[src/rtl/vrs_pkg.sv]
// ----------------------------------------------------------------------------
// vrs_pkg
// Shared types, constants and arithmetic helpers for the vertex rotate and
// scale pipeline.
// ----------------------------------------------------------------------------
package vrs_pkg;

    // Fixed-point constants.
    localparam int FRAC_BITS   = 13;
    localparam int SCALE_SHIFT = 3;
    localparam int POS_W       = 16;
    localparam int COEF_W      = 15;
    localparam int GAIN_W      = 16;
    localparam int ACC_W       = 32;
    // Width of a value after the Q13 shift of a 32-bit sum.
    localparam int ROT_W       = ACC_W - FRAC_BITS;
    // Width of a coefficient as presented to the multipliers.
    localparam int MUL_W       = 16;
    localparam int PROD_W      = ROT_W + MUL_W;
    localparam int CFG_DATA_W  = 16;
    localparam int CFG_IDX_W   = 3;

    // Configuration register indexes.
    typedef enum logic [CFG_IDX_W-1:0] {
        REG_SIN_X      = 3'd0,
        REG_COS_X      = 3'd1,
        REG_SIN_Y      = 3'd2,
        REG_COS_Y      = 3'd3,
        REG_SIN_Z      = 3'd4,
        REG_COS_Z      = 3'd5,
        REG_SCALE_GAIN = 3'd6
    } cfg_idx_t;

    // Coefficients as the datapath uses them, with negated sines ready.
    typedef struct packed {
        logic signed [MUL_W-1:0] sin_x;
        logic signed [MUL_W-1:0] cos_x;
        logic signed [MUL_W-1:0] nsin_x;
        logic signed [MUL_W-1:0] sin_y;
        logic signed [MUL_W-1:0] cos_y;
        logic signed [MUL_W-1:0] nsin_y;
        logic signed [MUL_W-1:0] sin_z;
        logic signed [MUL_W-1:0] cos_z;
        logic signed [MUL_W-1:0] nsin_z;
        logic signed [MUL_W-1:0] gain;
    } coef_t;

    // Normal vector carried alongside the position.
    typedef struct packed {
        logic signed [POS_W-1:0] x;
        logic signed [POS_W-1:0] y;
        logic signed [POS_W-1:0] z;
    } norm_t;

    // Product of a rotated value and a coefficient, wrapped to 32 bits.
    function automatic logic signed [ACC_W-1:0] mul_wrap(
        input logic signed [ROT_W-1:0] a,
        input logic signed [MUL_W-1:0] b
    );
        logic signed [PROD_W-1:0] p;
        p = a * b;
        return p[ACC_W-1:0];
    endfunction

    // Arithmetic shift right by the fraction width of a 32-bit sum.
    function automatic logic signed [ROT_W-1:0] asr_frac(
        input logic signed [ACC_W-1:0] s
    );
        return s[ACC_W-1:FRAC_BITS];
    endfunction

    // Sign extension of an input coordinate to the rotated width.
    function automatic logic signed [ROT_W-1:0] ext_pos(
        input logic signed [POS_W-1:0] p
    );
        return {{(ROT_W-POS_W){p[POS_W-1]}}, p};
    endfunction

endpackage

[src/rtl/vrs_cfg.sv]
// ----------------------------------------------------------------------------
// vrs_cfg
// Configuration register file: decodes writes, holds the sine, cosine and
// gain values and presents them sign-extended with negated sines.
// ----------------------------------------------------------------------------
module vrs_cfg (
    input  logic                                 clk,
    input  logic                                 rst_n,
    input  logic                                 cfg_we,
    input  logic [vrs_pkg::CFG_IDX_W-1:0]        cfg_index,
    input  logic [vrs_pkg::CFG_DATA_W-1:0]       cfg_data,
    output vrs_pkg::coef_t                       coef
);

    logic signed [vrs_pkg::COEF_W-1:0] sin_x_reg, cos_x_reg;
    logic signed [vrs_pkg::COEF_W-1:0] sin_y_reg, cos_y_reg;
    logic signed [vrs_pkg::COEF_W-1:0] sin_z_reg, cos_z_reg;
    logic signed [vrs_pkg::GAIN_W-1:0] gain_reg;
    logic signed [vrs_pkg::COEF_W-1:0] wr_coef;

    // The angle registers keep the low 15 bits of the written word.
    assign wr_coef = cfg_data[vrs_pkg::COEF_W-1:0];

    // Register writes; indexes beyond the list are ignored.
    always_ff @(posedge clk or negedge rst_n)
    begin
        if (!rst_n)
        begin
            sin_x_reg <= '0;
            cos_x_reg <= 15'sd8192;
            sin_y_reg <= '0;
            cos_y_reg <= 15'sd8192;
            sin_z_reg <= '0;
            cos_z_reg <= 15'sd8192;
            gain_reg  <= 16'sd1;
        end
        else if (cfg_we)
        begin
            unique case (vrs_pkg::cfg_idx_t'(cfg_index))
                vrs_pkg::REG_SIN_X:      sin_x_reg <= wr_coef;
                vrs_pkg::REG_COS_X:      cos_x_reg <= wr_coef;
                vrs_pkg::REG_SIN_Y:      sin_y_reg <= wr_coef;
                vrs_pkg::REG_COS_Y:      cos_y_reg <= wr_coef;
                vrs_pkg::REG_SIN_Z:      sin_z_reg <= wr_coef;
                vrs_pkg::REG_COS_Z:      cos_z_reg <= wr_coef;
                vrs_pkg::REG_SCALE_GAIN: gain_reg  <= cfg_data;
                default: ;
            endcase
        end
    end

    // Sign-extend to the multiplier width; the negated sine of -16384 still fits.
    always_comb
    begin
        coef.sin_x  = {sin_x_reg[vrs_pkg::COEF_W-1], sin_x_reg};
        coef.cos_x  = {cos_x_reg[vrs_pkg::COEF_W-1], cos_x_reg};
        coef.nsin_x = -coef.sin_x;
        coef.sin_y  = {sin_y_reg[vrs_pkg::COEF_W-1], sin_y_reg};
        coef.cos_y  = {cos_y_reg[vrs_pkg::COEF_W-1], cos_y_reg};
        coef.nsin_y = -coef.sin_y;
        coef.sin_z  = {sin_z_reg[vrs_pkg::COEF_W-1], sin_z_reg};
        coef.cos_z  = {cos_z_reg[vrs_pkg::COEF_W-1], cos_z_reg};
        coef.nsin_z = -coef.sin_z;
        coef.gain   = gain_reg;
    end

endmodule

[config.mk]
export PLATFORM = sky130hd
export DESIGN_NAME = vrs_cfg
export DESIGN_NICKNAME = d
export VERILOG_FILES = /design/src/rtl/vrs_pkg.sv /design/src/rtl/vrs_cfg.sv
export SDC_FILE = /design/constraint.sdc
export NUM_CORES = 1
export LEC_CHECK = 0
export ABC_CLOCK_PERIOD_IN_PS = 2390
export BUFFER_PORTS_ARGS = -buffer_cell sky130_fd_sc_hd__buf_2
export CAP_MARGIN = 15
export CORE_ASPECT_RATIO = 0.7
export CORE_UTILIZATION = 30
export CTS_CLUSTER_SIZE = 40
export DETAILED_ROUTE_END_ITERATION = 10
export PLACE_DENSITY_LB_ADDON = 0.08
export SLEW_MARGIN = 20
export SYNTH_ARGS = -nofsm -noshare
export SYNTH_HDL_FRONTEND = slang
export SYNTH_SLANG_ARGS = --single-unit
[constraint.sdc]
create_clock -name clk -period 2.39 [get_ports clk]
set_clock_uncertainty 0.15 [all_clocks]
set_input_delay 0.239 -clock clk [delete_from_list [all_inputs] [get_ports clk]]
set_output_delay 0.239 -clock clk [all_outputs]
set_load 0.01 [all_outputs]
==> results.ini <==
[setup_path]
crit_chain=inv_2, ha_4, nor3b_4, nand3b_1, buf_6, nor4_4, xnor2_1, buf_2
worstPathArrival_ns=2.07
r2r_end=sin_y_reg[5]
r2r_start=sin_y_reg[5]
slowest_stage=dfrtp_1
crit_fanout=4
worstPathRequired_ns=2.00
worst_path_largest_cell_delay_ns=0.42
rrSetupSlack_ns=1.28
start_kind=flip-flop
criticalPathCategory=reg -> out
crit_path_end_kind=primary output
reg2reg_depth=2

[floorplanning]
coreArea_sq_mm=0.0155
start_util_pct=30.9
die_h_um=108
die_w_um=153
ios=182
dieArea_sq_mm=0.0165
rows=38

[worst_hold_path]
hold-path-endpoint=sin_z_reg[13]
hold_start=cfg_data[13]
min_path_type=in -> reg
min_path_cells=3

[grt]
grtUsageTotal_pct=16.9
use_met2_pct=25.2
gr-total-overflow=0
grt_max_degree=46
grt_pass1_vias=3554
grt_pass1_wl_um=21000
grtUsageMet3_pct=4.55
antenna_found_initial=0
gr-usage-met1_pct=24.0
grt_busiest_layer=met2

[synth]
synthAdderAreaFrac_pct=0.782
synth_mux_area_share_pct=22.8
yosysUniqueCellTypes=28
synth-simple-area-share_pct=9.44
syn_nets=385
synth_compound_area_share_pct=1.28
synthCells=360
synth_top_family_by_area=multiplexers
syn_area_sq_mm=0.00480
synth-xor-area-share_pct=7.12
ys_ff_latch=106
synth_warnings=0
ys_seq_area_share_pct=55.4
syn_avg_cell_area_sq_um=13.3

[timing]
fin_crit_ns=2.45
fmax_mhz=407
whs_ns=0.0891
hold_viol=0
setup_ws_ns=-0.0647
rsz0062_at_grt=yes
finalMaxSlewViolations=0
period_share_pct=103
tightest_slew_ns=0.354
relSlewSlack_pct=76.4
setup_violations=3

[layout]
postLayoutCoreUtil_pct=42.8
drive_gt1_share_pct=63.7
fin_cells=775
fin_nets=595
largest_reg_flops=16
area_delta_synth_final_pct=38.7
diodes=0
mostFrequentLayoutCell=buf_2
final_cell_mix=180 x buf_2, 97 x mux2_2, 97 x dfrtp_1

[power]
pwr-share-seq_pct=41.9
clockPowerShare_pct=25.1
power.density_mw_per_mm2=928
power.internal_uw=4150
sw_frac_of_total_pct=32.8
comb_power_share_pct=32.9
vdd_ir_drop_max_uv=329
switching_power_uw=2020
leakage_uw=0.00302

[drt]
drt-wirelength-per-cell_um=17.5
drtAntennaViolNets=0
dr.first_iter.drc_count=84
first_pass_iters=4
drc=0
viasPerCell=4.62
wl_um=13500
vias=3580

[clock_tree]
clock_sinks=106
clockBufferDepth=2
cts_tree=done
path_clk_slew_ns=0.07
numCtsBuffers=9
root_buffer=clkbuf_16
clk_latency_ns=0.34
htreeDepth=3

[place]
place_hpwl_um=9800
portBuffers=181
routabilityCongestion=0.780
placedCellCount=742
preCtsSetupSlack_ns=0.0176

[run]
max_cap_violations=0

[status]
violations=negative setup slack
status=complete, but fails checks

critical path: cells and delay by family, from the launching register on:
family / cells / cell delay, ns
AND/OR/NAND/NOR: 3 / 0.64
XOR/XNOR: 1 / 0.15
flip-flops: 1 / 0.42
buffers and inverters: 3 / 0.37
adder cells (fa/ha/maj): 1 / 0.13
layer usage:
layer,share of wire [%],vias up
met5,0,-
met4,1.0,0
met3,5.5,10
met2,44,118
met1,50,1778
li1,-,1674
through the flow:
step	total power [uW]	area [sq um]	setup TNS, ns
floorplan	3590	4800	0
global placement	4490	6010	0
detailed placement	4510	6010	0
CTS	6170	6470	-0.466
global route	6550	6650	-0.961
finish	6180	6650	-0.115
cells in the mapped netlist:
cell / count / share of area, %
nor2_1: 13 / 1.0
mux2_2: 97 / 23
or4_4: 2 / 0.47
a31oi_1: 1 / 0.13
and2_1: 2 / 0.26
nor4_4: 1 / 0.44
xnor2_1: 31 / 5.7
or3_1: 1 / 0.13
a21oi_1: 2 / 0.21
and3_2: 1 / 0.16
nand2b_1: 1 / 0.13
nor3b_1: 9 / 1.4
xor2_1: 8 / 1.5
nor3_1: 6 / 0.63
inv_1: 9 / 0.70
o21ai_0: 9 / 0.94
nor3_4: 2 / 0.68
nor3_2: 1 / 0.21
nand3b_1: 3 / 0.47
ha_1: 3 / 0.78
nand2_1: 22 / 1.7
dfstp_2: 4 / 2.2
dfrtp_1: 102 / 53
nand4b_1: 3 / 0.55
buf_4: 10 / 1.6
nor3b_2: 1 / 0.26
buf_2: 9 / 0.94
nor4_1: 7 / 0.91
what timing repair did:
action / in CTS / in global routing
endpoints found under the hold margin: 25 / 0
hold buffers: 2 / 0
pin swaps: 6 / 16
gates resized for setup: 13 / 25
buffers inserted: 7 / 8
setup endpoints to repair: 17 / 21
cell type report:
class	instances	area, sq um
flip-flops and latches	106	2660
multi-input cells	226	2180
fillers	1522	8890
inverters	9	33.8
repair buffers	218	1210
well taps	200	250
clock inverters	1	30.0
clock buffers	15	288
logic make-up after synthesis:
logic type,Yosys count
xor gates and xnor gates,39
AOI/OAI and AO/OA,12
DFF,106
muxes,97
adders and majority gates,3
and+or+nand+nor,75
buffers and inverters,28
power groups by stage:
stage	clock network [uW]	registers (uW)	logic (uW)
after floorplan	0	2730	851
after global placement	0	2570	1920
after detailed placement	0	2590	1920
after CTS	1620	2560	1990
after global routing	1680	2650	2210
final	1550	2590	2030
worst max-delay path by stage:
| stage | start | to | slack (ns) | cells after the start |
|---|---|---|---|---|
| final | sin_z_reg[0] | coef[26] | -0.06 | 8 |
| after detailed placement | sin_z_reg[0] | coef[26] | 0.02 | 7 |
| after global routing | sin_z_reg[0] | coef[26] | -0.21 | 8 |
| after floorplan | sin_z_reg[0] | coef[26] | 0.39 | 6 |
| after CTS | sin_z_reg[3] | coef[29] | -0.14 | 5 |
| after global placement | sin_z_reg[0] | coef[26] | 0.13 | 7 |
Note: power is estimated with default switching activity, not from simulation.
